## src/hdl/ctw_pkg.sv

```systemverilog
package ctw_pkg;

	localparam int COL_W = 7;
	localparam int ROW_W = 5;
	localparam int POS_W = COL_W + ROW_W;

	localparam logic [1:0] KIND_PUT   = 2'd0;
	localparam logic [1:0] KIND_CLEAR = 2'd1;
	localparam logic [1:0] KIND_READ  = 2'd2;

	localparam logic [7:0] CH_BS    = 8'h08;
	localparam logic [7:0] CH_TAB   = 8'h09;
	localparam logic [7:0] CH_LF    = 8'h0A;
	localparam logic [7:0] CH_CR    = 8'h0D;
	localparam logic [7:0] CH_SPACE = 8'h20;
	localparam logic [7:0] CH_DEL   = 8'h7F;

	localparam logic [7:0]  ATTR_RESET  = 8'h0F;
	localparam logic [15:0] BLANK_RESET = {ATTR_RESET, CH_SPACE};

	typedef struct packed {
		logic [1:0]  kind;
		logic [7:0]  char_code;
		logic [10:0] cell_index;
	} cmd_t;

	typedef struct packed {
		logic [10:0] cursor_pos;
		logic [15:0] cell_data;
	} rsp_t;

	typedef struct packed {
		logic [COL_W-1:0] col;
		logic [ROW_W-1:0] row;
		logic             write_cell;
		logic             scroll;
	} cursor_upd_t;

	typedef enum logic [2:0] {
		ST_INIT,
		ST_IDLE,
		ST_EXEC,
		ST_FILL,
		ST_SCROLL,
		ST_BLANK,
		ST_RDWAIT,
		ST_DONE
	} state_t;

endpackage

```

## src/hdl/ctw_cursor.sv

```systemverilog
module ctw_cursor #(
	parameter int COLUMNS = 80,
	parameter int ROWS    = 25
) (
	input  logic [ctw_pkg::COL_W-1:0] col,
	input  logic [ctw_pkg::ROW_W-1:0] row,
	input  logic [7:0]                char_code,
	output ctw_pkg::cursor_upd_t      upd
);

	logic [ctw_pkg::COL_W:0] nc;
	logic [ctw_pkg::ROW_W:0] nr;
	logic                    rinc;
	logic                    wr;

	always_comb begin
		nc   = {1'b0, col};
		rinc = 1'b0;
		wr   = 1'b0;
		if (char_code == ctw_pkg::CH_BS) begin
			if (col != '0) begin
				nc = {1'b0, col} - 1'b1;
			end
		end else if (char_code == ctw_pkg::CH_TAB) begin
			nc = {1'b0, col} + (ctw_pkg::COL_W + 1)'(8);
			nc[2:0] = 3'b000;
		end else if (char_code == ctw_pkg::CH_CR) begin
			nc = '0;
		end else if (char_code == ctw_pkg::CH_LF) begin
			nc   = '0;
			rinc = 1'b1;
		end else if (char_code >= ctw_pkg::CH_SPACE && char_code <= ctw_pkg::CH_DEL) begin
			wr = 1'b1;
			nc = {1'b0, col} + 1'b1;
		end
		if (32'(nc) >= COLUMNS) begin
			nc   = '0;
			rinc = 1'b1;
		end
		nr = {1'b0, row} + (ctw_pkg::ROW_W + 1)'(rinc);
		upd.col        = nc[ctw_pkg::COL_W-1:0];
		upd.write_cell = wr;
		if (32'(nr) >= ROWS) begin
			upd.row    = ctw_pkg::ROW_W'(ROWS - 1);
			upd.scroll = 1'b1;
		end else begin
			upd.row    = nr[ctw_pkg::ROW_W-1:0];
			upd.scroll = 1'b0;
		end
	end

endmodule

```

## config.mk

```make
export PLATFORM = sky130hd
export DESIGN_NAME = ctw_cursor
export DESIGN_NICKNAME = d
export VERILOG_FILES = /design/src/hdl/ctw_pkg.sv /design/src/hdl/ctw_cursor.sv
export SDC_FILE = /design/constraint.sdc
export NUM_CORES = 1
export LEC_CHECK = 0
export BUFFER_PORTS_ARGS = -buffer_cell sky130_fd_sc_hd__buf_2
export CAP_MARGIN = 20
export CELL_PAD_IN_SITES_DETAIL_PLACEMENT = 1
export CELL_PAD_IN_SITES_GLOBAL_PLACEMENT = 1
export CORE_MARGIN = 3
export CORE_UTILIZATION = 38
export DETAILED_ROUTE_END_ITERATION = 12
export PLACE_DENSITY = 0.91
export SLEW_MARGIN = 40
export SYNTH_ARGS = -nofsm -noshare
export SYNTH_HDL_FRONTEND = slang
export SYNTH_SLANG_ARGS = --single-unit
```

## constraint.sdc

```tcl
create_clock -name vclk -period 8.3
set_input_delay 1.245 -clock vclk [all_inputs]
set_output_delay 1.245 -clock vclk [all_outputs]
set_load 0.1 [all_outputs]
```

==> flow_summary.json, run 1 <==
{
  "num_rows": 16,
  "sw_frac_of_total_pct": 77.6,
  "syn-instance-count": 126,
  "die_w_um": 53.4,
  "netlist_area_um2": 852,
  "power_frac_clock_pct": 0,
  "synthTopCellsByArea": "ha_1, nor2_1, inv_1, nand2_1, nand3_1",
  "core_area_um2": 2040,
  "num_vias": 1110,
  "drive_gt1_share_pct": 30.6,
  "dieArea_um2": 2850,
  "crit_fanout": 7,
  "die_h_um": 53.4,
  "clock_buffers": 0,
  "postRouteAntennaNets": 0,
  "ys_seq_area_share_pct": 0,
  "placed_area_um2": 1030,
  "max_freq_mhz": 159,
  "finalPower_mw": 0.0900,
  "routed_wirelength_um": 2970,
  "start_util_pct": 41.7,
  "leakagePower_nw": 0.486,
  "final_nets": 185,
  "nFlopsAndLatches": 0,
  "cts_setup_buffers": 0,
  "antenna_found_initial": 0,
  "finalWorstPathRequiredPeriod_ns": 6.28,
  "synth_cell_types": 57,
  "synth.largest_area_cell": "ha_1",
  "grt_max_degree": 11,
  "drt-initial-drc-count": 19,
  "status": "finished clean",
  "period_share_pct": 75.6,
  "worstMarginPinSlew_ns": 0.577,
  "post_drt_wl_per_cell_um": 16.1,
  "power_frac_seq_pct": 0,
  "ys_warn_count": 0,
  "synth_top_area_share_pct": 8.81,
  "overflow": 0,
  "start_kind": "input pin",
  "holdPathStages": 3,
  "drt_first_pass_iters": 4,
  "finalHoldViolCount": 0,
  "place_hpwl_um": 2590,
  "area.growth.synth_to_final_pct": 21.0,
  "routed_via_density": 6.03,
  "grt.total_usage_pct": 21.5,
  "cap_violations": 0,
  "intPower_mw": 0.0202,
  "fin_area_um2": 1030,
  "ios": 34,
  "syn_avg_cell_area_um2": 6.76,
  "gp_congestion": 0.812,
  "drv_slew": 0,
  "grt_pass1_vias": 1057,
  "ir_drop_uv": 50.6,
  "drc": 0,
  "crit_required_ns": 7.05,
  "grt_pass1_wl_um": 4710,
  "max_slew_margin_pct": 61.4,
  "grt_setup_unrepaired": "false",
  "power_switching_mw": 0.0698,
  "cp.arrival_ns": 5.03,
  "hp-class": "in -> out",
  "critPathKind": "in -> out",
  "cts_hold_buf": 0,
  "dpl_worst_slack_ns": 2.05,
  "seq_area_um2": 0,
  "fin_setup_tns_ns": 0,
  "cts_resized": 0,
  "num_antenna_cells": 0,
  "setup_violations": 0,
  "port_buffers": 34,
  "powerDensity_nw_per_um2": 87.3,
  "syn-num-nets": 152,
  "worst_slack_ns": 2.02,
  "worstSetupEndpointType": "output port",
  "combPwrFrac_pct": 100.0
}
==> cell usage after synthesis, types with 2 or more instances <==
| library cell | n |
|---|---|
| nor3_1 | 3 |
| nand2b_1 | 3 |
| o211ai_1 | 2 |
| nor2_1 | 13 |
| nor4_1 | 3 |
| o21ai_0 | 6 |
| a21oi_1 | 7 |
| nand2_1 | 12 |
| and2_1 | 2 |
| o21ai_1 | 2 |
| a22oi_1 | 2 |
| inv_1 | 12 |
| ha_1 | 6 |
| xnor2_1 | 3 |
| nand3_1 | 8 |
==> final timing paths <==
| check | startpoint | to | slack [ns] |
|---|---|---|---|
| hold / removal | row[4] | upd[6] | 2.98 |
| setup / recovery | col[0] | upd[4] | 2.02 |
==> cell type report <==
type	instances	area [um^2]
fill	295	1010
inverter	12	45.0
multi-input combinational	111	782
tap	27	33.8
timing repair buffer	34	170
==> cells by family after synthesis <==
group,count (synthesis),synth area share [%]
buffers and inverters,15,8.22
adders and majority gates,6,8.81
muxes,1,1.17
and+or+nand+nor,63,45.7
AOI/OAI and AO/OA,37,32.0
xor gates and xnor gates,4,4.11
==> per-layer routing <==
metal | track usage, % | share of wire (%)
met1 | 27.7 | 41
met3 | 1.13 | 4.8
met2 | 38.8 | 52
met4 | 4.26 | 2.2
met5 | 0 | 0
==> power groups by stage <==
stage	logic (mW)	clock network (mW)	registers, mW
2_1_floorplan	0.0698	0	0
3_3_place_gp	0.0873	0	0
3_5_place_dp	0.0899	0	0
4_1_cts	0.0901	0	0
5_1_grt	0.0954	0	0
6_report	0.0900	0	0
==> cell usage in the layout (no fill, tap or decap), drive strengths merged, types with 3 or more instances in the layout <==
cell type,synthesis,routed
inv,12,12
nand2b,3,3
nor3,4,4
o21ai,9,9
nand3,8,8
nand2,12,12
buf,1,34
xnor2,3,3
a21oi,8,8
nor4,3,3
ha,6,6
nor2,13,13
==> critical path: stages <==
cell      delay [ns]
buf_2           0.14
inv_1           0.06
ha_1            0.23
nor3b_1         0.27
nand3_1         0.30
and4bb_1        0.31
nor3_2          0.20
a21oi_2         0.13
or2_1           0.24
ha_1            0.21
ha_1            0.28
nor4_1          0.32
a311oi_1        0.08
o21ai_0         0.18
o31a_1          0.19
inv_1           0.07
nor2_1          0.11
buf_2           0.44
==> through the flow <==
step           hold WS (ns)  utilization, %  instances
2_1_floorplan          2.93               -        126
3_3_place_gp           2.97            50.5        184
3_5_place_dp           2.98            50.5        184
4_1_cts                2.98            50.5        184
5_1_grt                3.03            50.5        184
6_report               2.98            50.5        184
Power figures use the tool's default switching activity.
==> run 2: changes to the inputs <==
CORE_UTILIZATION = 32   (was 38)
PLACE_DENSITY = 0.82   (was 0.91)
clock period = 5.52 ns   (was 8.3 ns; I/O delays follow)
==> flow_summary.json, run 2 (synthesis gave the netlist of run 1 again) <==
{
  "drv_slew": 0,
  "post_drt_wl_per_cell_um": 16.3,
  "leakagePower_nw": 0.502,
  "cap_violations": 0,
  "crit_fanout": 5,
  "dieArea_um2": 3320,
  "crit_required_ns": 4.69,
  "finalWorstPathRequiredPeriod_ns": 5.19,
  "grt.total_usage_pct": 18.8,
  "holdPathStages": 3,
  "port_buffers": 34,
  "finalHoldViolCount": 0,
  "seq_area_um2": 0,
  "dpl_worst_slack_ns": 0.301,
  "critPathKind": "in -> out",
  "worst_slack_ns": 0.335,
  "die_w_um": 57.6,
  "final_common_cell": "buf_2",
  "core_area_um2": 2500,
  "finalPower_mw": 0.137,
  "period_share_pct": 93.9,
  "cp_cell_sequence": "buf_2 -> or4_4 -> a211oi_1 -> a21oi_1 -> o21ai_2 -> a21oi_2 -> or2_1 -> ha_1 -> ha_1 -> nor4_1 -> a311oi_1 -> o21ai_0 -> o31a_1 -> and2_1 -> buf_2",
  "slowest_delay_ns": 0.56,
  "final_nets": 188,
  "grt_pass1_vias": 1151,
  "max_slew_margin_pct": 67.7,
  "num_rows": 18,
  "cp.arrival_ns": 4.36,
  "drc": 0,
  "fin_area_um2": 1060,
  "grt_pass1_wl_um": 5150,
  "powerDensity_nw_per_um2": 129,
  "min_to": "upd[6]",
  "crit_start": "char_code[7]",
  "area.growth.synth_to_final_pct": 25.0,
  "place_hpwl_um": 2620,
  "grt_max_degree": 11,
  "ir_drop_uv": 146,
  "hp-class": "in -> out",
  "setup_violations": 0,
  "antenna_found_initial": 0,
  "grt_setup_unrepaired": "false",
  "num_vias": 1126,
  "drt_first_pass_iters": 4,
  "worstMarginPinSlew_ns": 0.488,
  "start_util_pct": 34.1,
  "routed_via_density": 5.93,
  "gp_congestion": 0.876,
  "wl_met2_um": 1670,
  "placed_area_um2": 1040,
  "cts_hold_buf": 0,
  "routed_wirelength_um": 3090,
  "ios": 34,
  "fin_cells": 190,
  "top_layer_used": "met4",
  "worstSetupEndpointType": "output port",
  "max_freq_mhz": 193,
  "start_kind": "input pin",
  "postRouteAntennaNets": 0,
  "drt-initial-drc-count": 16,
  "met3WireLength_um": 148,
  "num_antenna_cells": 0,
  "hp-start": "row[4]",
  "drive_gt1_share_pct": 32.5,
  "nFlopsAndLatches": 0,
  "status": "finished clean",
  "slowest_stage": "or4_4",
  "final_cell_mix": "buf_2, inv_1, nor2_1, nand2_1, nand3_1",
  "dp_cells": 188,
  "overflow": 0,
  "die_h_um": 57.6,
  "clock_buffers": 0,
  "met1_length_um": 1220
}
run 2: cell count changes in the layout (fill, tap and decap cells not counted), sizes merged:
cell	delta
buf	+1
clkbuf	+2
run 2: layout make-up:
cell class | count | area (um^2)
Fill cell | 348 | 1440
Timing Repair Buffer | 37 | 198
Inverter | 12 | 45.0
Multi-Input combinational cell | 111 | 785
Tap cell | 30 | 37.5
run 2: worst max path at each step:
| stage | end | slack, ns | cells after the start |
|---|---|---|---|
| floorplan | upd[4] | -0.02 | 13 |
| global route | upd[3] | 0.008 | 17 |
| detailed placement | upd[4] | 0.30 | 15 |
| CTS | upd[4] | 0.30 | 15 |
| finish | upd[3] | 0.33 | 15 |
| global placement | upd[4] | 0.45 | 15 |
run 2: report_power, final:
group / internal (mW) / switching, mW / total (mW)
Clock: 0 / 0 / 0
Combinational: 0.0315 / 0.106 / 0.137
Sequential: 0 / 0 / 0
run 2: repair_timing:
action / CTS / global route
setup endpoints to repair: 0 / 3
setup buffers: 0 / 2
gates resized for setup: 0 / 2
run 2: layer usage:
layer / global-route usage [%] / up-vias
met5: 0 / -
met4: 2.65 / 0
met3: 1.13 / 6
met2: 37.1 / 28
met1: 22.1 / 546
li1: - / 546
run 2: worst max-delay path, delay by kind of cell:
family,cells,cell delay (ns)
AO/OA/AOI/OAI,7,1.27
adder cells (fa/ha/maj),2,0.52
buffers and inverters,2,0.53
AND/OR/NAND/NOR,4,1.20
run 2: through the flow:
step / TNS [ns] / hold WS [ns] / utilization [%]
3_3_place_gp: 0 / 2.12 / 41.8
4_1_cts: 0 / 2.13 / 41.8
2_1_floorplan: -0.0225 / 1.96 / -
3_5_place_dp: 0 / 2.13 / 41.8
5_1_grt: 0 / 2.17 / 42.6
6_report: 0 / 2.13 / 42.6
==> run 3: changes to the inputs <==
CORE_UTILIZATION = 35   (was 32)
PLACE_DENSITY = 0.85   (was 0.82)
clock period = 5.05 ns   (was 5.52 ns; I/O delays follow)
==> flow_summary.json, run 3 (synthesis gave the netlist of run 1 again) <==
{
  "routed_via_density": 5.89,
  "cp_common_cell": "ha_1",
  "grt_pass1_vias": 1054,
  "crit_fanout": 7,
  "setup_violations": 0,
  "leakagePower_nw": 0.539,
  "antenna_found_initial": 0,
  "drt_first_pass_iters": 5,
  "die_h_um": 55.3,
  "drv_slew": 0,
  "core_area_um2": 2250,
  "path_delay_family": "simple AND/OR/NAND/NOR gates",
  "num_antenna_cells": 0,
  "power_frac_seq_pct": 0,
  "ir_drop_uv": 73.2,
  "finalWorstPathRequiredPeriod_ns": 4.79,
  "nFlopsAndLatches": 0,
  "max_slew_margin_pct": 67.3,
  "power_switching_mw": 0.119,
  "fin_cells": 190,
  "holdWs_ns": 1.98,
  "cap_violations": 0,
  "powerDensity_nw_per_um2": 141,
  "slowest_stage": "or4b_4",
  "finalHoldViolCount": 0,
  "combPwrFrac_pct": 100.0,
  "dpl_worst_slack_ns": 0.0922,
  "worstSetupEndpointType": "output port",
  "overflow": 0,
  "postRouteAntennaNets": 0,
  "routed_wirelength_um": 2990,
  "port_buffers": 34,
  "start_kind": "input pin",
  "grt_setup_unrepaired": "false",
  "cp_cell_sequence": "buf_2 -> inv_1 -> ha_1 -> or4b_4 -> o21ai_0 -> nand2_1 -> o21ai_2 -> a21oi_2 -> or2_1 -> ha_1 -> ha_1 -> nor4_2 -> a311oi_1 -> o21ai_0 -> o31a_1 -> inv_1 -> nor2_2 -> buf_12",
  "finalPower_mw": 0.166,
  "power_frac_clock_pct": 0,
  "period_share_pct": 94.9,
  "worst_slack_ns": 0.255,
  "die_w_um": 55.3,
  "min_to": "upd[6]",
  "post-route-util_pct": 52.3,
  "post_drt_wl_per_cell_um": 15.7,
  "num_rows": 17,
  "final_cell_mix": "buf_2, inv_1, nor2_1, nand2_1, nand3_1",
  "final_common_cell": "buf_2",
  "area.growth.synth_to_final_pct": 38.3,
  "hp-start": "row[4]",
  "clock_buffers": 0,
  "slowest_delay_ns": 0.52,
  "drt-initial-drc-count": 14,
  "drive_gt1_share_pct": 36.4,
  "worstMarginPinSlew_ns": 0.493,
  "grt_max_degree": 11,
  "drc": 0,
  "timing.critical_path.buf_inv": 4,
  "place_hpwl_um": 2490,
  "seq_area_um2": 0,
  "hp-class": "in -> out",
  "sw_frac_of_total_pct": 71.8,
  "dp_cells": 188,
  "dieArea_um2": 3060,
  "gp_congestion": 0.836,
  "final_nets": 190,
  "ios": 34,
  "intPower_mw": 0.0469,
  "num_vias": 1119,
  "max_freq_mhz": 209,
  "holdPathStages": 3,
  "cp.arrival_ns": 4.04,
  "crit_required_ns": 4.29,
  "start_util_pct": 37.8,
  "grt.total_usage_pct": 18.3,
  "status": "finished clean",
  "critPathKind": "in -> out",
  "grt_pass1_wl_um": 4820
}
run 3: cell count changes in the layout (fill, tap and decap cells not counted), moves of 2 or more:
cell      delta
buf_12       +4
buf_2        -2
buf_4        +2
clkbuf_4     -2
nor4_1       -2
nor4_2       +2
run 3: power groups by stage:
| stage | clock network, mW | registers [mW] | logic, mW |
|---|---|---|---|
| after floorplan | 0 | 0 | 0.115 |
| after global placement | 0 | 0 | 0.158 |
| after detailed placement | 0 | 0 | 0.162 |
| after CTS | 0 | 0 | 0.162 |
| after global routing | 0 | 0 | 0.175 |
| final | 0 | 0 | 0.166 |
run 3: final cells by class:
class / count / area [um^2]
Timing Repair Buffer: 39 / 268
Inverter: 12 / 45.0
Tap cell: 28 / 35.0
Multi-Input combinational cell: 111 / 831
Fill cell: 313 / 1080
run 3: worst min-delay path: stages:
cell and delay, ns:
buf_2 0.12, o21ai_1 0.07, buf_2 0.28
run 3: timing repair:
action	4_1_cts	5_1_grt
setup endpoints to repair	0	4
hold buffers	0	0
resized for setup	0	7
setup buffers	0	2
run 3: how the worst max path moves through the flow:
stage | startpoint | endpoint | slack (ns) | depth (start not counted)
2_1_floorplan | char_code[7] | upd[4] | -0.35 | 13
3_3_place_gp | col[0] | upd[4] | 0.20 | 18
3_5_place_dp | col[0] | upd[4] | 0.09 | 18
4_1_cts | col[0] | upd[4] | 0.07 | 18
5_1_grt | col[0] | upd[4] | 0.01 | 18
6_report | col[0] | upd[4] | 0.26 | 18
run 3: routing by layer:
| layer | vias to the layer above | global-route usage [%] | wire length [um] |
|---|---|---|---|
| met5 | - | 0 | 0 |
| met3 | 2 | 0.467 | 151 |
| li1 | 546 | - | - |
| met2 | 31 | 36.3 | 1580 |
| met1 | 540 | 22.7 | 1240 |
| met4 | 0 | 0 | 14 |
run 3: stage by stage:
stage                     setup TNS [ns]  cell area (um^2)
after floorplan                   -0.351               855
after global placement                 0              1120
after detailed placement               0              1120
after CTS                              0              1120
after global routing                   0              1180
final                                  0              1180
